<file path="config.mk">
export PLATFORM = sky130hd
export DESIGN_NAME = keyed_discovery_queue_unit
export DESIGN_NICKNAME = d
export VERILOG_FILES = /design/src/rtl/kdq_pkg.sv /design/src/rtl/keyed_discovery_queue_unit.sv /design/src/rtl/kdq_cell.sv
export SDC_FILE = /design/constraint.sdc
export NUM_CORES = 2
export LEC_CHECK = 0
export BUFFER_PORTS_ARGS = -buffer_cell sky130_fd_sc_hd__clkbuf_2
export CAP_MARGIN = 20
export CORE_ASPECT_RATIO = 0.7
export CORE_MARGIN = 5
export CORE_UTILIZATION = 50
export DETAILED_ROUTE_END_ITERATION = 12
export PLACE_DENSITY_LB_ADDON = 0.08
export SYNTH_ARGS = -nofsm -noshare
export SYNTH_HDL_FRONTEND = slang
export SYNTH_HIERARCHICAL = 1
export SYNTH_SLANG_ARGS = --single-unit
export TNS_END_PERCENT = 5
</file>
<file path="constraint.sdc">
create_clock -name clk -period 10.9 [get_ports clk]
set_clock_uncertainty 0.05 [all_clocks]
set_input_delay 1.09 -clock clk [delete_from_list [all_inputs] [get_ports clk]]
set_output_delay 1.09 -clock clk [all_outputs]
set_load 0.05 [all_outputs]
</file>
<file path="src/rtl/kdq_pkg.sv">
// Package for the keyed discovery queue: sizes, field layout, codes and shared types.
`timescale 1ns / 1ps
`default_nettype none
package kdq_pkg;

  localparam int DEPTH        = 16;
  localparam int PAYLOAD_BITS = 64;
  localparam int CNT_W        = $clog2(DEPTH + 1);

  // Fixed field widths of the stream words.
  localparam int FUNC_W  = 3;
  localparam int KEY_W   = 32;
  localparam int PAY_W   = 64;
  localparam int COUNT_W = 5;

  localparam int IN_RAW_W  = FUNC_W + KEY_W + PAY_W;
  localparam int IN_W      = ((IN_RAW_W + 7) / 8) * 8;
  localparam int OUT_RAW_W = 1 + KEY_W + PAY_W + COUNT_W;
  localparam int OUT_W     = ((OUT_RAW_W + 7) / 8) * 8;

  // Bit positions inside the output word.
  localparam int OUT_KEY_LO   = 1;
  localparam int OUT_PAY_LO   = OUT_KEY_LO + KEY_W;
  localparam int OUT_COUNT_LO = OUT_PAY_LO + PAY_W;

  localparam logic [FUNC_W-1:0] FN_INSERT_HEAD = 3'd0;
  localparam logic [FUNC_W-1:0] FN_REMOVE_TAIL = 3'd1;
  localparam logic [FUNC_W-1:0] FN_VIEW_TAIL   = 3'd2;
  localparam logic [FUNC_W-1:0] FN_REMOVE_KEY  = 3'd3;
  localparam logic [FUNC_W-1:0] FN_VIEW_KEY    = 3'd4;
  localparam logic [FUNC_W-1:0] FN_REPLACE_KEY = 3'd5;

  typedef struct packed {
    logic [KEY_W-1:0]        key;
    logic [PAYLOAD_BITS-1:0] pay;
  } entry_t;

  // Command broadcast from the sequencer to every cell.
  typedef struct packed {
    logic                    cmp;        // compare the request key, latch match flags
    logic                    shift_in;   // take the left neighbor's entry (insert at head)
    logic                    shift_out;  // cells at or past the hit take the right entry
    logic                    write_sel;  // the first hit rewrites its payload
    logic [KEY_W-1:0]        key;
    logic [PAYLOAD_BITS-1:0] pay;
  } cell_ctl_t;

endpackage : kdq_pkg
`default_nettype wire

</file>
<file path="src/rtl/keyed_discovery_queue_unit.sv">
// Top level of the keyed discovery queue: request sequencer, cell chain and result register.
//
// The block keeps an ordered list of up to DEPTH entries (key plus payload),
// position 0 being the head. Requests arrive on the in_ stream, one word each:
// insert at head, remove or view the tail, remove or view the entry nearest
// the head with a given key, or replace that entry's payload (inserting at the
// head when the key is absent). Every request produces exactly one word on the
// out_ stream: a success flag, the entry read or removed, and the live count.
// A request is taken when in_tvalid and in_tready are both high.
// Timing: the cycle after acceptance every cell compares its key against the
// request in parallel and the hit nearest the head is marked along the chain;
// then, once the result register is free, the execute step applies the shift,
// rewrite or count change and loads the result register. A new request is
// accepted only while the block is idle or in the cycle its predecessor executes.
// When the receiver stalls, the finished result stays in the output register;
// the following request is still accepted and compared, and its execute step
// waits until the register is taken, so in_tready stays low meanwhile.
// Reset (rst_n low, synchronous) empties the queue and drops any pending word.
`timescale 1ns / 1ps
`default_nettype none
module keyed_discovery_queue_unit
  import kdq_pkg::*;
(
  input  wire              clk,
  input  wire              rst_n,
  input  wire              in_tvalid,
  output logic             in_tready,
  // fields from bit 0 up: func[2:0], key[34:3], payload_in[98:35], zero fill
  input  wire  [IN_W-1:0]  in_tdata,
  output logic             out_tvalid,
  input  wire              out_tready,
  // fields from bit 0 up: ok[0], key_out[32:1], payload_out[96:33], count[101:97], zero fill
  output logic [OUT_W-1:0] out_tdata
);

  typedef enum logic [1:0] {ST_IDLE, ST_CMP, ST_EXEC} state_t;

  state_t                  state_r;
  logic [FUNC_W-1:0]       func_r;
  logic [KEY_W-1:0]        key_r;
  logic [PAYLOAD_BITS-1:0] pay_r;
  logic [CNT_W-1:0]        count_r;
  logic [CNT_W-1:0]        count_nxt;

  logic                    out_valid_r;
  logic                    ok_r;
  logic [KEY_W-1:0]        key_out_r;
  logic [PAY_W-1:0]        pay_out_r;

  cell_ctl_t               ctl;
  entry_t                  new_ent;
  entry_t                  ent_q   [DEPTH];
  logic                    seen_c  [DEPTH];
  logic [DEPTH-1:0]        first_v;
  logic [DEPTH-1:0]        tail_v;

  logic                    in_fire;
  logic                    exec_go;
  logic                    found;
  logic                    full;
  logic                    empty;
  logic                    tail_mode;
  logic                    ok_nxt;
  logic                    read_nxt;
  entry_t                  rd_ent;

  assign exec_go   = (state_r == ST_EXEC) && (!out_valid_r || out_tready);
  assign in_tready = (state_r == ST_IDLE) || exec_go;
  assign in_fire   = in_tvalid && in_tready;

  assign found     = |first_v;
  assign full      = (count_r == CNT_W'(DEPTH));
  assign empty     = (count_r == '0);
  assign tail_mode = (func_r == FN_REMOVE_TAIL) || (func_r == FN_VIEW_TAIL);

  assign new_ent.key = key_r;
  assign new_ent.pay = pay_r;

  // Per-request decode of the execute step.
  always_comb begin
    ctl           = '0;
    ctl.cmp       = (state_r == ST_CMP);
    ctl.key       = key_r;
    ctl.pay       = pay_r;
    ok_nxt        = 1'b0;
    read_nxt      = 1'b0;
    count_nxt     = count_r;
    unique case (func_r)
      FN_INSERT_HEAD: begin
        if (!full) begin
          ok_nxt       = 1'b1;
          ctl.shift_in = exec_go;
          count_nxt    = count_r + CNT_W'(1);
        end
      end
      FN_REMOVE_TAIL, FN_VIEW_TAIL: begin
        if (!empty) begin
          ok_nxt   = 1'b1;
          read_nxt = 1'b1;
          if (func_r == FN_REMOVE_TAIL) begin
            count_nxt = count_r - CNT_W'(1);
          end
        end
      end
      FN_REMOVE_KEY, FN_VIEW_KEY: begin
        if (found) begin
          ok_nxt   = 1'b1;
          read_nxt = 1'b1;
          if (func_r == FN_REMOVE_KEY) begin
            ctl.shift_out = exec_go;
            count_nxt     = count_r - CNT_W'(1);
          end
        end
      end
      FN_REPLACE_KEY: begin
        if (found) begin
          ok_nxt        = 1'b1;
          ctl.write_sel = exec_go;
        end else if (!full) begin
          ok_nxt       = 1'b1;
          ctl.shift_in = exec_go;
          count_nxt    = count_r + CNT_W'(1);
        end
      end
      default: begin
      end
    endcase
  end

  // The chain: entries move right on insert and left on removal.
  for (genvar i = 0; i < DEPTH; i++) begin : g_cell
    entry_t left_e;
    entry_t right_e;
    logic   seen_in;
    if (i == 0) begin : g_head
      assign left_e  = new_ent;
      assign seen_in = 1'b0;
    end else begin : g_body
      assign left_e  = ent_q[i-1];
      assign seen_in = seen_c[i-1];
    end
    if (i == DEPTH - 1) begin : g_last
      assign right_e = ent_q[i];
    end else begin : g_inner
      assign right_e = ent_q[i+1];
    end

    kdq_cell u_cell (
      .clk     (clk),
      .rst_n   (rst_n),
      .ctl     (ctl),
      .valid_i (CNT_W'(i) < count_r),
      .tail_i  (CNT_W'(i) == (count_r - CNT_W'(1))),
      .seen_i  (seen_in),
      .left_i  (left_e),
      .right_i (right_e),
      .ent_o   (ent_q[i]),
      .seen_o  (seen_c[i]),
      .first_o (first_v[i]),
      .tail_o  (tail_v[i])
    );
  end

  // Read select: the tail cell or the first hit, each flag at most one-hot.
  always_comb begin
    rd_ent = '0;
    for (int i = 0; i < DEPTH; i++) begin
      if (tail_mode ? tail_v[i] : first_v[i]) begin
        rd_ent = rd_ent | ent_q[i];
      end
    end
  end

  always_ff @(posedge clk) begin
    if (!rst_n) begin
      state_r     <= ST_IDLE;
      count_r     <= '0;
      out_valid_r <= 1'b0;
    end else begin
      // A new result replaces the one being taken in the same cycle.
      if (exec_go) begin
        out_valid_r <= 1'b1;
      end else if (out_tready) begin
        out_valid_r <= 1'b0;
      end
      unique case (state_r)
        ST_IDLE: begin
          if (in_fire) begin
            state_r <= ST_CMP;
          end
        end
        ST_CMP: begin
          state_r <= ST_EXEC;
        end
        ST_EXEC: begin
          if (exec_go) begin
            state_r     <= in_fire ? ST_CMP : ST_IDLE;
            count_r     <= count_nxt;
            ok_r        <= ok_nxt;
            key_out_r   <= read_nxt ? rd_ent.key : '0;
            pay_out_r   <= read_nxt ? PAY_W'(rd_ent.pay) : '0;
          end
        end
        default: begin
          state_r <= ST_IDLE;
        end
      endcase
    end
    if (in_fire) begin
      func_r <= in_tdata[FUNC_W-1:0];
      key_r  <= in_tdata[FUNC_W +: KEY_W];
      pay_r  <= in_tdata[FUNC_W + KEY_W +: PAYLOAD_BITS];
    end
  end

  assign out_tvalid = out_valid_r;
  assign out_tdata  = {{(OUT_W - OUT_RAW_W){1'b0}}, COUNT_W'(count_r), pay_out_r,
                       key_out_r, ok_r};

endmodule : keyed_discovery_queue_unit
`default_nettype wire

</file>
<file path="src/rtl/kdq_cell.sv">
// One storage cell of the queue chain: holds one entry and its search flags.
`timescale 1ns / 1ps
`default_nettype none
module kdq_cell
  import kdq_pkg::*;
(
  input  wire        clk,
  input  wire        rst_n,
  input  cell_ctl_t  ctl,
  input  wire        valid_i,  // this position lies below the live count
  input  wire        tail_i,   // this position is the tail
  input  wire        seen_i,   // a hit exists nearer the head
  input  entry_t     left_i,
  input  entry_t     right_i,
  output entry_t     ent_o,
  output logic       seen_o,
  output logic       first_o,
  output logic       tail_o
);

  entry_t ent_r;
  logic   first_r;
  logic   seen_r;
  logic   tail_r;
  logic   match;

  assign match   = valid_i && (ent_r.key == ctl.key);
  assign seen_o  = seen_i | match;
  assign ent_o   = ent_r;
  assign first_o = first_r;
  assign tail_o  = tail_r;

  always_ff @(posedge clk) begin
    if (!rst_n) begin
      first_r <= 1'b0;
      seen_r  <= 1'b0;
      tail_r  <= 1'b0;
    end else if (ctl.cmp) begin
      first_r <= match & ~seen_i;
      seen_r  <= seen_o;
      tail_r  <= tail_i;
    end
  end

  // Entry storage carries no reset; only positions below the count are read.
  always_ff @(posedge clk) begin
    if (ctl.shift_in) begin
      ent_r <= left_i;
    end else if (ctl.shift_out && seen_r) begin
      ent_r <= right_i;
    end else if (ctl.write_sel && first_r) begin
      ent_r.pay <= ctl.pay;
    end
  end

endmodule : kdq_cell
`default_nettype wire

</file>
# Word-level counts from Yosys, hierarchy flattened
# Cells that the tools add are included.
# W data, S select, Z words.
# totals
reg_bits	1787
input_bits	108
# classes
bitwise	60
n_lt_le_gt_ge	16
n_reduce_logical	98
n_mux	122
n_addsub	2
eq_ne	47
# ops
op	n
$mux W96	31
$mux W64	33
$or A96 B96 Y96	15
$eq A32 B32 Y1	16
$mux W32	15
$logic_and A1 B1 Y1	50
$reduce_bool A3 Y1	15
$eq A4 B5 Y1 const A	8
$lt A4 B5 Y1 const A	8
$reduce_bool A2 Y1	17
$mux W1	30
$mux W5	6
$eq A3 B5 Y1 const A	4
$lt A3 B5 Y1 const A	4
$pmux W5 S4	1
$ne A2 B2 Y1 const B	8
$reduce_or A16 Y1	1
$and A1 B1 Y1	15
$not A1 Y1	15
$or A1 B1 Y1	15
$eq A2 B5 Y1 const A	2
$logic_not A5 Y1	2
$lt A1 B5 Y1 const A	2
$lt A2 B5 Y1 const A	2
22 further kinds	30

# Logic depth before layout (Yosys ltp)
# logic_depth
word_depth	34
ltp_mapped	27
depth_no_buf	25

# Hierarchy
# The synthesis kept the hierarchy.
# modules_own_cells
module	cells_each	area_each_um2	n_inst	seq_area_each_um2
kdq_cell	406	5064.9	16	2942.8
keyed_discovery_queue_unit	1696	15910.3	1	6045.8

# Worst setup path after synthesis
# Ideal clock, no wire load.
# synth_timing
path_type	input to register
startpoint	input port rst_n
endpoint	register key_out_r[0] (enable)
slack_ns	2.409
arrival_ns	7.769
stages	2
path_cell_list	inv_1 -> nor3_1
# synth_via
elab_chain_cells	1
# synth_lines
element	line	rtl
start: declaration	keyed_discovery_queue_unit.sv:25	input wire rst_n,
$reduce_and A3 Y1 (no source line)	--	
end signal: assignment	keyed_discovery_queue_unit.sv:200	key_out_r <= read_nxt ? rd_ent.key : '0;
end: declaration	keyed_discovery_queue_unit.sv:47	logic [KEY_W-1:0] key_out_r;
# Every way passes these cells.
# A chain may end at the register's enable or synchronous reset.

# Final worst setup path
# layout_timing
startpoint	register key_r[30]
endpoint	register g_cell[15].u_cell.seen_r
# layout_via
elab_chain_cells	17
elab_cells_between_ends	47
classes_between	eq/ne: 16; bitwise: 15; reduce/logical: 16
# layout_lines
element	line	rtl
start: declaration	keyed_discovery_queue_unit.sv:40	logic [KEY_W-1:0] key_r;
start signal: assignment	keyed_discovery_queue_unit.sv:211	key_r <= in_tdata[FUNC_W +: KEY_W];
$eq A32 B32 Y1	kdq_cell.sv:27	assign match = valid_i && (ent_r.key == ctl.key);
$logic_and A1 B1 Y1	kdq_cell.sv:27	
via g_cell[1].seen_in	keyed_discovery_queue_unit.sv:134	logic seen_in;
$or A1 B1 Y1	kdq_cell.sv:28	assign seen_o = seen_i | match;
via g_cell[2].seen_in	keyed_discovery_queue_unit.sv:134	
$or A1 B1 Y1	kdq_cell.sv:28	
via g_cell[3].seen_in	keyed_discovery_queue_unit.sv:134	
$or A1 B1 Y1	kdq_cell.sv:28	
via g_cell[4].seen_in	keyed_discovery_queue_unit.sv:134	
[... 1 more ...]	--	
via g_cell[5].seen_in	keyed_discovery_queue_unit.sv:134	
[... 1 more ...]	--	
via g_cell[6].seen_in	keyed_discovery_queue_unit.sv:134	
[... 1 more ...]	--	
via g_cell[7].seen_in	keyed_discovery_queue_unit.sv:134	
[... 1 more ...]	--	
via g_cell[8].seen_in	keyed_discovery_queue_unit.sv:134	
[... 1 more ...]	--	
via g_cell[9].seen_in	keyed_discovery_queue_unit.sv:134	
[... 1 more ...]	--	
via g_cell[10].seen_in	keyed_discovery_queue_unit.sv:134	
[... 1 more ...]	--	
via g_cell[11].seen_in	keyed_discovery_queue_unit.sv:134	
[... 1 more ...]	--	
via g_cell[12].seen_in	keyed_discovery_queue_unit.sv:134	
$or A1 B1 Y1	kdq_cell.sv:28	
via g_cell[13].seen_in	keyed_discovery_queue_unit.sv:134	
$or A1 B1 Y1	kdq_cell.sv:28	
via g_cell[14].seen_in	keyed_discovery_queue_unit.sv:134	
$or A1 B1 Y1	kdq_cell.sv:28	
via g_cell[15].seen_in	keyed_discovery_queue_unit.sv:134	
$or A1 B1 Y1	kdq_cell.sv:28	
end signal: assignment	kdq_cell.sv:40	seen_r <= seen_o;
end: declaration	kdq_cell.sv:23	logic seen_r;
# The timed path passes the listed nets, and every way through them passes these cells.

==> metrics <==
final WL 359000 um; setup bufs post-CTS 0; crit path capture type flop; Worst path top cell family by delay simple AND/OR/NAND/NOR gates; Synth Cell Area 0.0969 mm2; PD cells 139 mW/mm2; max cap viols 0; GRT Overall Usage 0.340; largest net degree at the start of global routing 315; Worst-Skew Late Latency 0.85 ns; synthesis-to-layout area growth 8.92%; Final period util 0.613; vias per cell 6.75; total negative slack 0 ns; Crit Path Class flop to flop; critical path's slowest cell edfxtp_1; cell count along the critical path 22; Horiz. Die Dim 536 um; crit path from key_r[30]$_DFFE_PP_; layout cell share with drive strength beyond 1 0.142; Worst Max-Slew Pin Slew 1.31 ns; initial antenna violation count 12; Core ar. 0.193 mm2; Max-slew headroom 0.126; final hold violations 0; RSZ-0062 raised after global routing no; fin cells 10900; Starting Density 0.502; status finished, final reports clean; Root Buffer clkbuf_16; Ys Warns 6; Setup crit end g_cell[15].u_cell/seen_r$_SDFFE_PN0P_; Resized cells post-CTS 0; most common cell after layout, fill and taps aside edfxtp_1; Clock transition at path regs 0.06 ns; worst r2r src key_r[30]$_DFFE_PP_; Detail Route Antenna Nets 0; Reg2Reg Depth 22; CTS Buf Count 189; hold crit path type input pin to flop; via count 73300; Avg Cell Area, Syn 11.8 um2; Die ar. 0.203 mm2; Arr. time, crit path 7.33 ns; Final GP Congestion 0.936; Nets 8230; max-slew violation count 0; Residual DRC 0; crit-path most repeated cell or2b_1; Final Power 14.7 mW; CTS Hold Buffers Added 0; Max Freq 150 MHz; port bufs 206; placed inst area 0.0999 mm2; R2R setup slack 4.22 ns; Detailed Route Iter0 Violations 12200; Syn Inst Count 8191; most frequent cells in the layout edfxtp_1 (1732), nand2_1 (1279), o21ai_0 (1049); H-tree levels 4; maximum clock path buffer count 4; vias in the first global route 66900; wire length on met1 151000 um; Std-Cell Rows 135; CTS tree yes; Placed Cells 10500; max layer used met5; Final min period 6.68 ns; first-pass GRT wire length 501000 um; Req. time, crit path 11.55 ns; R2R Path End g_cell[15].u_cell/seen_r$_SDFFE_PN0P_; Pre-antenna DRT Iters 7; Finished Cell Area 0.106 mm2; TritonCTS Sinks 1788; DP HPWL 189000 um; met3 WL 50700 um; Static Leak 37.0 nW; CP startpoint kind flop; critical path's largest stage delay 0.92 ns; Avg WL per Cell 33.1 um; CP Buf/Inv Count 0; peak supply drop 0.000117 V; die height 378 um; hold slack 0.367 ns; I/O Pins 214; met2 wire len 146000 um; final setup fails 0; Critical Path Fanout Max 17; global route overflow 0; CP cell instances xnor2_1, nand4_1, nor3_1, nand4_1, or2b_1, or2b_1, or2b_1, or2b_1, or2b_1, or2b_1, or2b_1, or2b_1, or2b_1, or2b_1, or2b_1, or2b_1, or2b_1, or2b_1, or2b_1, mux2_2, nand2_1, o21ai_0
worst min path at each step:
stage                              end               startpoint  depth (start not counted)  slack, ns
5_1_grt            pay_r[10]$_DFFE_PP_             in_tdata[45]                          1       0.33
3_3_place_gp   state_r[1]$_SDFFE_PN0P_  state_r[0]$_SDFFE_PN0P_                          1       0.43
4_1_cts             pay_r[8]$_DFFE_PP_             in_tdata[43]                          1       0.31
6_report           pay_r[12]$_DFFE_PP_             in_tdata[47]                          1       0.37
3_5_place_dp   state_r[1]$_SDFFE_PN0P_  state_r[0]$_SDFFE_PN0P_                          1       0.43
2_1_floorplan  state_r[1]$_SDFFE_PN0P_  state_r[0]$_SDFFE_PN0P_                          1       0.40
report_power, final:
| part | total [mW] | switching (mW) | internal [mW] |
|---|---|---|---|
| Sequential | 7.75 | 0.151 | 7.60 |
| Combinational | 0.636 | 0.392 | 0.244 |
| Clock | 6.28 | 2.80 | 3.48 |
registers in the layout, summed over array words and instances, names as in the netlist:
register	cells
state_r	2
key_r	32
g_cell.u_cell/ent_o	1536
ok_r	1
g_cell.u_cell/first_o	16
pay_out_r	64
out_tvalid	1
func_r	3
g_cell.u_cell/tail_o	16
key_out_r	32
count_r	5
pay_r	64
g_cell.u_cell/seen_r	16
cell type report:
type / count / area [um2]
antenna: 5 / 12.5
timing repair buffer: 313 / 1930
sequential: 1788 / 53100
inverter: 7 / 26.3
tap: 2603 / 3260
fill: 16500 / 87500
clock inverter: 84 / 669
multi-input combinational: 5817 / 41600
clock buffer: 240 / 5000
stage by stage:
| step | util | worst slack (ns) |
|---|---|---|
| final | 0.547 | 4.22 |
| after global routing | 0.547 | 3.99 |
| after CTS | 0.547 | 4.33 |
| after detailed placement | 0.517 | 4.35 |
| after global placement | 0.517 | 4.43 |
| after floorplan | - | 2.41 |
metal layers:
metal	vias up	GRT usage
met5	-	0
met4	4	0.0921
met3	660	0.0911
met2	5271	0.470
met1	36500	0.522
li1	30900	-
Power figures use the tool's default switching activity.
